### src/rtl/tccw_pkg.sv
// Shared types, constants and codes of the text console cell writer.
`default_nettype none

package tccw_pkg;

	// Frame geometry.
	localparam int LINE_WIDTH = 80;
	localparam int LINE_COUNT = 25;
	localparam int TAB_STEP   = 4;
	localparam int CELLS      = LINE_WIDTH * LINE_COUNT;

	// Widths of the cursor state, derived from the geometry.
	localparam int COL_W  = $clog2(LINE_WIDTH);
	localparam int ROW_W  = $clog2(LINE_COUNT);
	localparam int POS_W  = $clog2(CELLS);
	localparam int LEFT_W = $clog2(CELLS + 1);

	// Field widths of the stream items.
	localparam int CHAR_W  = 8;
	localparam int LEN_W   = 11;
	localparam int ADDR_W  = 12;
	localparam int ATTR_W  = 8;
	localparam int CURS_W  = 11;
	localparam int COUNT_W = 11;
	localparam int COLOR_W = 4;

	// Widest operand of the budget clip.
	localparam int CLIP_W = (LEFT_W > LEN_W) ? LEFT_W : LEN_W;

	// Packed stream widths.
	localparam int S_DATA_W = 24;
	localparam int M_DATA_W = 56;
	localparam int M_USER_W = 2;

	// Configuration port.
	localparam int CFG_IDX_W = 1;
	localparam logic [CFG_IDX_W-1:0] REG_FOREGROUND = 1'd0;
	localparam logic [CFG_IDX_W-1:0] REG_BACKGROUND = 1'd1;
	localparam logic [COLOR_W-1:0]   FG_RESET       = 4'd8;
	localparam logic [COLOR_W-1:0]   BG_RESET       = 4'd2;

	// Character codes with a meaning of their own.
	localparam logic [CHAR_W-1:0] CH_END     = 8'd0;
	localparam logic [CHAR_W-1:0] CH_TAB     = 8'd9;
	localparam logic [CHAR_W-1:0] CH_NEWLINE = 8'd10;

	// Queue between front and back; depth is two, so one pointer bit.
	localparam int QUEUE_DEPTH = 2;
	localparam int QPTR_W      = $clog2(QUEUE_DEPTH);
	localparam int QCNT_W      = $clog2(QUEUE_DEPTH + 1);

	// Class of a character as decided by the front.
	typedef enum logic [1:0] {
		KIND_END,
		KIND_NEWLINE,
		KIND_TAB,
		KIND_PRINT
	} kind_t;

	// One classified request waiting for the back.
	typedef struct packed {
		logic              start;
		kind_t             kind;
		logic [CHAR_W-1:0] char_code;
		logic [LEN_W-1:0]  request_length;
	} qent_t;

	// Queue status seen by the front and the back.
	typedef struct packed {
		logic full;
		logic valid;
	} qstat_t;

endpackage

`default_nettype wire

### src/rtl/tccw_front.sv
// Front end: takes requests from the input stream and classifies the character.
`default_nettype none

module tccw_front import tccw_pkg::*; (
	input  wire logic                clk,
	input  wire logic                arst_n,
	input  wire logic                s_tvalid,
	output logic                     s_tready,
	input  wire logic [S_DATA_W-1:0] s_tdata,   // char_code[7:0], request_length[18:8]
	input  wire logic                s_tuser,   // start_write
	input  wire qstat_t              qstat,
	output logic                     push,
	output qent_t                    push_data
);

	logic [CHAR_W-1:0] ch;
	kind_t             kind;
	logic              seen_q;

	assign ch = s_tdata[CHAR_W-1:0];

	// Classify the character for the back end.
	always_comb begin
		priority if (ch == CH_END) begin
			kind = KIND_END;
		end else if (ch == CH_NEWLINE) begin
			kind = KIND_NEWLINE;
		end else if (ch == CH_TAB) begin
			kind = KIND_TAB;
		end else begin
			kind = KIND_PRINT;
		end
	end

	// Ready while the queue has room; reset holds the input off until seen_q is set.
	always_ff @(posedge clk or negedge arst_n) begin
		if (!arst_n) begin
			seen_q <= 1'b0;
		end else begin
			seen_q <= 1'b1;
		end
	end

	assign s_tready = seen_q && !qstat.full;
	assign push     = s_tvalid && s_tready;

	assign push_data.start          = s_tuser;
	assign push_data.kind           = kind;
	assign push_data.char_code      = ch;
	assign push_data.request_length = s_tdata[CHAR_W +: LEN_W];

endmodule

`default_nettype wire

### src/rtl/tccw_queue.sv
// Short queue of classified requests between the front and the back.
`default_nettype none

module tccw_queue import tccw_pkg::*; (
	input  wire logic  clk,
	input  wire logic  arst_n,
	input  wire logic  push,
	input  wire qent_t push_data,
	input  wire logic  pop,
	output qent_t      head,
	output qstat_t     qstat
);

	qent_t             slot_q [QUEUE_DEPTH];
	logic [QPTR_W-1:0] wr_ptr_q;
	logic [QPTR_W-1:0] rd_ptr_q;
	logic [QCNT_W-1:0] count_q;

	// Entry storage; payload needs no reset.
	always_ff @(posedge clk) begin
		if (push) begin
			slot_q[wr_ptr_q] <= push_data;
		end
	end

	// Pointers and fill count.
	always_ff @(posedge clk or negedge arst_n) begin
		if (!arst_n) begin
			wr_ptr_q <= '0;
			rd_ptr_q <= '0;
			count_q  <= '0;
		end else begin
			if (push) begin
				wr_ptr_q <= (wr_ptr_q == QPTR_W'(QUEUE_DEPTH - 1)) ? '0 : wr_ptr_q + 1'b1;
			end
			if (pop) begin
				rd_ptr_q <= (rd_ptr_q == QPTR_W'(QUEUE_DEPTH - 1)) ? '0 : rd_ptr_q + 1'b1;
			end
			if (push && !pop) begin
				count_q <= count_q + 1'b1;
			end else if (pop && !push) begin
				count_q <= count_q - 1'b1;
			end
		end
	end

	assign head        = slot_q[rd_ptr_q];
	assign qstat.valid = (count_q != '0);
	assign qstat.full  = (count_q == QCNT_W'(QUEUE_DEPTH));

endmodule

`default_nettype wire

### src/rtl/tccw_back.sv
// Back end: cursor, budget and colors; builds each result into the output register.
`default_nettype none

module tccw_back import tccw_pkg::*; (
	input  wire logic                 clk,
	input  wire logic                 arst_n,
	input  wire qent_t                head,
	input  wire qstat_t               qstat,
	output logic                      pop,
	output logic                      m_tvalid,
	input  wire logic                 m_tready,
	output logic [M_DATA_W-1:0]       m_tdata,
	output logic [M_USER_W-1:0]       m_tuser,
	input  wire logic                 cfg_valid,
	output logic                      cfg_ready,
	input  wire logic [CFG_IDX_W-1:0] cfg_index,
	input  wire logic [COLOR_W-1:0]   cfg_data
);

	// Architectural state.
	logic [COL_W-1:0]   col_q;
	logic [ROW_W-1:0]   row_q;
	logic [LEN_W-1:0]   budget_q;
	logic               stopped_q;
	logic [COUNT_W-1:0] consumed_q;
	logic [COLOR_W-1:0] fg_q;
	logic [COLOR_W-1:0] bg_q;

	// Output register.
	logic                out_valid_q;
	logic                accepted_q;
	logic                wrote_q;
	logic [ADDR_W-1:0]   addr_q;
	logic [CHAR_W-1:0]   char_q;
	logic [ATTR_W-1:0]   attr_q;
	logic [CURS_W-1:0]   curs_q;
	logic [COUNT_W-1:0]  count_q;

	// Step logic.
	logic [POS_W-1:0]   pos;
	logic [LEFT_W-1:0]  left;
	logic [LEN_W-1:0]   clip;
	logic [LEN_W-1:0]   budget_eff;
	logic               stopped_eff;
	logic [COUNT_W-1:0] consumed_eff;
	logic               consume;
	logic [COL_W:0]     col_sum;
	logic               col_wrap;
	logic               row_inc;
	logic [COL_W-1:0]   col_n;
	logic [ROW_W-1:0]   row_n;
	logic [LEN_W-1:0]   budget_n;
	logic [COUNT_W-1:0] consumed_n;
	logic [POS_W-1:0]   pos_n;
	logic               wrote;

	// Linear position and cells left to the end of the frame.
	assign pos  = POS_W'(row_q) * POS_W'(LINE_WIDTH) + POS_W'(col_q);
	assign left = LEFT_W'(CELLS) - LEFT_W'(pos);
	assign clip = (CLIP_W'(head.request_length) < CLIP_W'(left)) ?
		head.request_length : LEN_W'(left);

	// A start opens a new write before the character is handled.
	assign budget_eff   = head.start ? clip : budget_q;
	assign stopped_eff  = head.start ? 1'b0 : stopped_q;
	assign consumed_eff = head.start ? '0 : consumed_q;
	assign consume      = !stopped_eff && (head.kind != KIND_END) && (budget_eff != '0);
	assign wrote        = consume && (head.kind == KIND_PRINT);

	// Column advance by one or by a tab step, with a single wrap.
	assign col_sum  = (COL_W + 1)'(col_q) +
		((head.kind == KIND_TAB) ? (COL_W + 1)'(TAB_STEP) : (COL_W + 1)'(1));
	assign col_wrap = (col_sum >= (COL_W + 1)'(LINE_WIDTH));

	// Next cursor; a newline or a column wrap moves down one row, the last row wraps to the top.
	always_comb begin
		col_n   = col_q;
		row_inc = 1'b0;
		if (consume) begin
			unique case (head.kind)
				KIND_NEWLINE: begin
					col_n   = '0;
					row_inc = 1'b1;
				end
				KIND_TAB, KIND_PRINT: begin
					col_n   = col_wrap ? COL_W'(col_sum - (COL_W + 1)'(LINE_WIDTH))
						: COL_W'(col_sum);
					row_inc = col_wrap;
				end
				default: begin
					col_n   = col_q;
					row_inc = 1'b0;
				end
			endcase
		end
		if (row_inc) begin
			row_n = (row_q == ROW_W'(LINE_COUNT - 1)) ? '0 : row_q + 1'b1;
		end else begin
			row_n = row_q;
		end
	end

	assign budget_n   = consume ? budget_eff - 1'b1 : budget_eff;
	assign consumed_n = consume ? consumed_eff + 1'b1 : consumed_eff;
	assign pos_n      = POS_W'(row_n) * POS_W'(LINE_WIDTH) + POS_W'(col_n);

	// The queue head moves on when the output register is free or being emptied.
	assign pop = qstat.valid && (!out_valid_q || m_tready);

	// Cursor, budget and write state.
	always_ff @(posedge clk or negedge arst_n) begin
		if (!arst_n) begin
			col_q      <= '0;
			row_q      <= '0;
			budget_q   <= '0;
			stopped_q  <= 1'b1;
			consumed_q <= '0;
		end else if (pop) begin
			col_q      <= col_n;
			row_q      <= row_n;
			budget_q   <= budget_n;
			stopped_q  <= !consume;
			consumed_q <= consumed_n;
		end
	end

	// Color registers from the configuration port.
	assign cfg_ready = 1'b1;

	always_ff @(posedge clk or negedge arst_n) begin
		if (!arst_n) begin
			fg_q <= FG_RESET;
			bg_q <= BG_RESET;
		end else if (cfg_valid && cfg_ready) begin
			unique case (cfg_index)
				REG_FOREGROUND: fg_q <= cfg_data;
				REG_BACKGROUND: bg_q <= cfg_data;
				default: ;
			endcase
		end
	end

	// Output valid flag.
	always_ff @(posedge clk or negedge arst_n) begin
		if (!arst_n) begin
			out_valid_q <= 1'b0;
		end else if (pop) begin
			out_valid_q <= 1'b1;
		end else if (m_tready) begin
			out_valid_q <= 1'b0;
		end
	end

	// Output payload.
	always_ff @(posedge clk) begin
		if (pop) begin
			accepted_q <= consume;
			wrote_q    <= wrote;
			addr_q     <= ADDR_W'({pos, 1'b0});
			char_q     <= wrote ? head.char_code : '0;
			attr_q     <= wrote ? {bg_q, fg_q} : '0;
			curs_q     <= CURS_W'(pos_n);
			count_q    <= consumed_n;
		end
	end

	assign m_tvalid = out_valid_q;
	assign m_tuser  = {wrote_q, accepted_q};
	assign m_tdata  = {6'd0, count_q, curs_q, attr_q, char_q, addr_q};

endmodule

`default_nettype wire

### src/rtl/text_console_cell_writer.sv
// Top level of the text console cell writer.
//
//  Channel  | Handshake            | Payload
//  ---------+----------------------+-----------------------------------------------
//  input    | s_tvalid / s_tready  | s_tdata: char_code, request_length; s_tuser: start_write
//  output   | m_tvalid / m_tready  | m_tdata: address, char, attribute, cursor, count;
//           |                      | m_tuser: accepted, cell_write
//  config   | cfg_valid/cfg_ready  | cfg_index, cfg_data (color nibble)
//
// One request is taken every cycle while s_tready is high; each gives one result, which
// passes through the queue and is registered in the output register before it is taken.
// A two-entry queue decouples the classifying front from the cursor logic, so the
// input takes two more requests while a finished result waits on m_tready, then
// s_tready drops until the result is taken.
// Reset is asynchronous and active low; after it s_tready stays low until seen_q is set.
// Configuration writes are taken every cycle.
`default_nettype none

module text_console_cell_writer import tccw_pkg::*; (
	input  wire logic                 clk,
	input  wire logic                 arst_n,
	input  wire logic                 s_tvalid,
	output logic                      s_tready,
	input  wire logic [S_DATA_W-1:0]  s_tdata,   // char_code[7:0], request_length[18:8]
	input  wire logic                 s_tuser,   // start_write
	output logic                      m_tvalid,
	input  wire logic                 m_tready,
	// cell_address[11:0], cell_char[19:12], cell_attribute[27:20],
	// cursor_position[38:28], consumed_count[49:39]
	output logic [M_DATA_W-1:0]       m_tdata,
	output logic [M_USER_W-1:0]       m_tuser,   // accepted[0], cell_write[1]
	input  wire logic                 cfg_valid,
	output logic                      cfg_ready,
	input  wire logic [CFG_IDX_W-1:0] cfg_index,
	input  wire logic [COLOR_W-1:0]   cfg_data
);

	qstat_t qstat;
	qent_t  push_data;
	qent_t  head;
	logic   push;
	logic   pop;

	// Front: accept and classify.
	tccw_front u_front (
		.clk       (clk),
		.arst_n    (arst_n),
		.s_tvalid  (s_tvalid),
		.s_tready  (s_tready),
		.s_tdata   (s_tdata),
		.s_tuser   (s_tuser),
		.qstat     (qstat),
		.push      (push),
		.push_data (push_data)
	);

	// Queue between the two halves.
	tccw_queue u_queue (
		.clk       (clk),
		.arst_n    (arst_n),
		.push      (push),
		.push_data (push_data),
		.pop       (pop),
		.head      (head),
		.qstat     (qstat)
	);

	// Back: cursor update and result register.
	tccw_back u_back (
		.clk       (clk),
		.arst_n    (arst_n),
		.head      (head),
		.qstat     (qstat),
		.pop       (pop),
		.m_tvalid  (m_tvalid),
		.m_tready  (m_tready),
		.m_tdata   (m_tdata),
		.m_tuser   (m_tuser),
		.cfg_valid (cfg_valid),
		.cfg_ready (cfg_ready),
		.cfg_index (cfg_index),
		.cfg_data  (cfg_data)
	);

endmodule

`default_nettype wire

### config.mk
export PLATFORM = sky130hd
export DESIGN_NAME = text_console_cell_writer
export DESIGN_NICKNAME = d
export VERILOG_FILES = /design/src/rtl/tccw_pkg.sv /design/src/rtl/tccw_front.sv /design/src/rtl/tccw_queue.sv /design/src/rtl/tccw_back.sv /design/src/rtl/text_console_cell_writer.sv
export SDC_FILE = /design/constraint.sdc
export NUM_CORES = 1
export LEC_CHECK = 0
export BUFFER_PORTS_ARGS = -buffer_cell sky130_fd_sc_hd__buf_2
export CORE_MARGIN = 5
export CORE_UTILIZATION = 45
export DETAILED_ROUTE_END_ITERATION = 7
export PLACE_DENSITY_LB_ADDON = 0.1
export SYNTH_ARGS = -nofsm -noshare
export SYNTH_HDL_FRONTEND = slang
export SYNTH_SLANG_ARGS = --single-unit
### constraint.sdc
create_clock -name clk -period 9.7 [get_ports clk]
set_input_delay 1.94 -clock clk [delete_from_list [all_inputs] [get_ports clk]]
set_output_delay 1.94 -clock clk [all_outputs]
set_load 0.02 [all_outputs]
==> results.md <==
* Antenna-violating nets left at 0
* Core footprint at approximately 17000 um2
* Synth Area in Compound Gates at 12.67%
* Post-CTS Resized at 0
* Synth Flop Type: edfxtp_1
* Initial Util at 45.85%
* Vias per inst at 5.420
* IO Count at 96
* Synth Area per Inst at 11.22 um2
* Post-CTS Hold Buffers at 0
* Vias in the first global route at 5677
* Critical Path RT at between 9000 and 10000 ps
* Flops & latches, synth at 144
* Leakage at 3.808 nW
* FF-to-FF setup slack at roughly 1400 ps
* Commonest cells after routing, fill and taps aside: 95 x edfxtp_1, 84 x nand2_1, 82 x buf_2
* Die width at 142.8 um
* GRT overflow at 0
* Layout cell share with drive strength beyond 1 at a little over a fifth
* Gpl congestion at 0.9049
* Most common cell after layout, fill and taps aside: edfxtp_1
* WP data arrival at 8430 ps
* Most frequent CP cell: ha_1
* CTS root buffer: clkbuf_16
* Wire length of the first global-routing pass at roughly 28 mm
* Maximum number of pins on one net before global-route repair at 50
* PortBufs at 82
* Pwr Density at 388.1 nW/um2
* ANT cells at 0
* Clock Skew at 12.81 ps
* Mapped cell area at 7930 um2
* Worst-Margin Slew at 1130 ps
* Die Span Y at 142.8 um
* CTS sink cnt at 144
* Initial antenna violation count at 0
* Worst-skew pair later-pin latency at 420 ps
* Post-synthesis sequential area ratio at 51.48%
* Max-Cap Viols at 0
* Synth Area in Adders at 7.005%
* CTS tree: yes
* Final period util at 85.37%
* CTS clk-pin slew, worst paths at 60 ps
* Async SR Flop Fraction at 34.03%
* CP Class: register to register
* WL per Instance at 16.31 um
* Post-Synth XOR/XNOR Area at 5.080%
* Power, Total at 0.003521 W
* DRC at 0
* Post-synthesis mux area share at 6.027%
* 1st-pass router iterations at 6
* Cell with the largest stage delay on the worst path: fa_1
* Max-slew headroom at 24.62%
* Simple-gate share of the synthesized area at about 14%
* Min Tclk post-route at 8281 ps
* Setup TNS at 0 ps
* Final setup viols at 0
* Via Count at 5555
* Fmax at 120.8 MHz
* Largest family of logic cells by synthesized area: simple AND/OR/NAND/NOR gates
* Post-synth EDFFs at 95
* Run status: complete, no violations
* Fin. Hold Viols at 0
* Worst setup EP type: register
* HPWL after DPL at roughly 12 mm
* Hold Path Class: register to register
* CP Max Fanout at 13
* Fin nets at 864
* Number of setup buffers added after CTS at 0
* FP Rows at 48
* Final Slew Violations at 0
* Synth-to-layout area growth at 14.42%
* RSZ-0062 raised after global routing: no
* Peak VDD IR at 0.0001690 V
* CP peak stage delay at approximately 580 ps
* Ys Warns at 0
* Clock Tree Buf Depth at 2
* Final wirelength at ~17 mm
* Synth Instances at ~710
* CTS buffer count at 17
* Netlist cell types at 79
* CP startpoint kind: register
* DRT iter0 DRCs at between 300 and 400
* Die footprint at 20380 um2
* Htree depth at 4
* GR Util All Layers at 17.14%
critical path: cells and delay by family (launching register included):
| family | cells | cell delay [ps] |
|---|---|---|
| buffers and inverters | 2 | 150 |
| flip-flops | 1 | 510 |
| XOR/XNOR | 5 | 1300 |
| multiplexers | 1 | 360 |
| AO/OA/AOI/OAI | 6 | 1050 |
| adder cells (fa/ha/maj) | 7 | 2370 |
| AND/OR/NAND/NOR | 9 | 2250 |
cells by family after synthesis:
kind of cell,count (synthesis)
flip-flops,144
AO/OA/AOI/OAI,139
other,2
multiplexers,44
buffers and inverters,64
adder cells (fa/ha/maj),42
XOR/XNOR,46
AND/OR/NAND/NOR,226
synthesized netlist by cell type, drive strengths merged (17+ instances only):
library cell | number | area [um2]
mux2i | 17 | 170.2
o21ai | 33 | 165.2
dfrtp | 46 | 1151
ha | 38 | 475.5
xor2 | 17 | 148.9
nand3 | 24 | 120.1
edfxtp | 95 | 2853
mux2 | 27 | 307.8
inv | 31 | 118.9
nand2 | 85 | 321.6
and2 | 17 | 106.4
xnor2 | 29 | 254.0
nor2 | 46 | 172.7
buf | 18 | 126.4
a21oi | 24 | 135.1
through the flow:
step | hold slack (ps) | cell area, um2 | utilization [%] | std cells | worst slack [ps]
after floorplan | 419.6 | 7956 | - | 714 | 2698
after detailed placement | 466.4 | 8513 | 49.22 | 993 | 1439
after global placement | 465.1 | 8513 | 49.22 | 993 | 1580
after global routing | 508.9 | 9074 | 52.46 | 1025 | 774.6
final | 493.5 | 9074 | 52.46 | 1025 | 1419
after CTS | 495.5 | 9074 | 52.46 | 1025 | 1426
area by class of cell:
cell class                      count  area (um2)
Tap cell                          225       281.5
Sequential cell                   144        4083
Fill cell                        1506        8223
Clock buffer                       18       429.2
Clock inverter                     14       131.4
Multi-Input combinational cell    506        3582
Inverter                           31       118.9
Timing Repair Buffer               87       447.9
metal layers:
metal | track usage (%) | vias to the layer above | part of all wire, %
li1 | - | 2735 | -
met1 | 22.28 | 2668 | 45
met2 | 28.98 | 135 | 49
met3 | 3.248 | 17 | 4.1
met4 | 5.603 | 0 | 1.2
met5 | 0 | - | 0
path summary, 6_finish.rpt:
check,start,to,depth (start not counted)
max,u_back.row_q[1],u_back.curs_q[10],30
max in group asynchronous,arst_n,u_back.row_q[1],2
min reg2reg,u_back.budget_q[7],u_back.budget_q[7],2
min in group asynchronous,arst_n,u_back.bg_q[3],2
max reg2reg,u_back.row_q[1],u_back.curs_q[10],30
min,u_back.budget_q[7],u_back.budget_q[7],2
flip-flops by register name, summed over array words and instances, names as in the netlist, 2 cells and up:
name and flops:
u_queue.slot_q 44, u_back.addr_q 11, u_back.budget_q 11, u_back.consumed_q 11, u_back.count_q 11, u_back.curs_q 11
u_back.attr_q 8, u_back.char_q 8, u_back.col_q 7, u_back.row_q 5, u_back.bg_q 4, u_back.fg_q 4
u_queue.count_q 2
power breakdown:
| part | switching [W] | total (W) | internal (W) |
|---|---|---|---|
| logic | 0.00119 | 0.00187 | 0.000684 |
| clock network | 0.000269 | 0.000625 | 0.000357 |
| registers | 0.000109 | 0.00102 | 0.000912 |
Note: power is estimated with default switching activity, not from simulation.
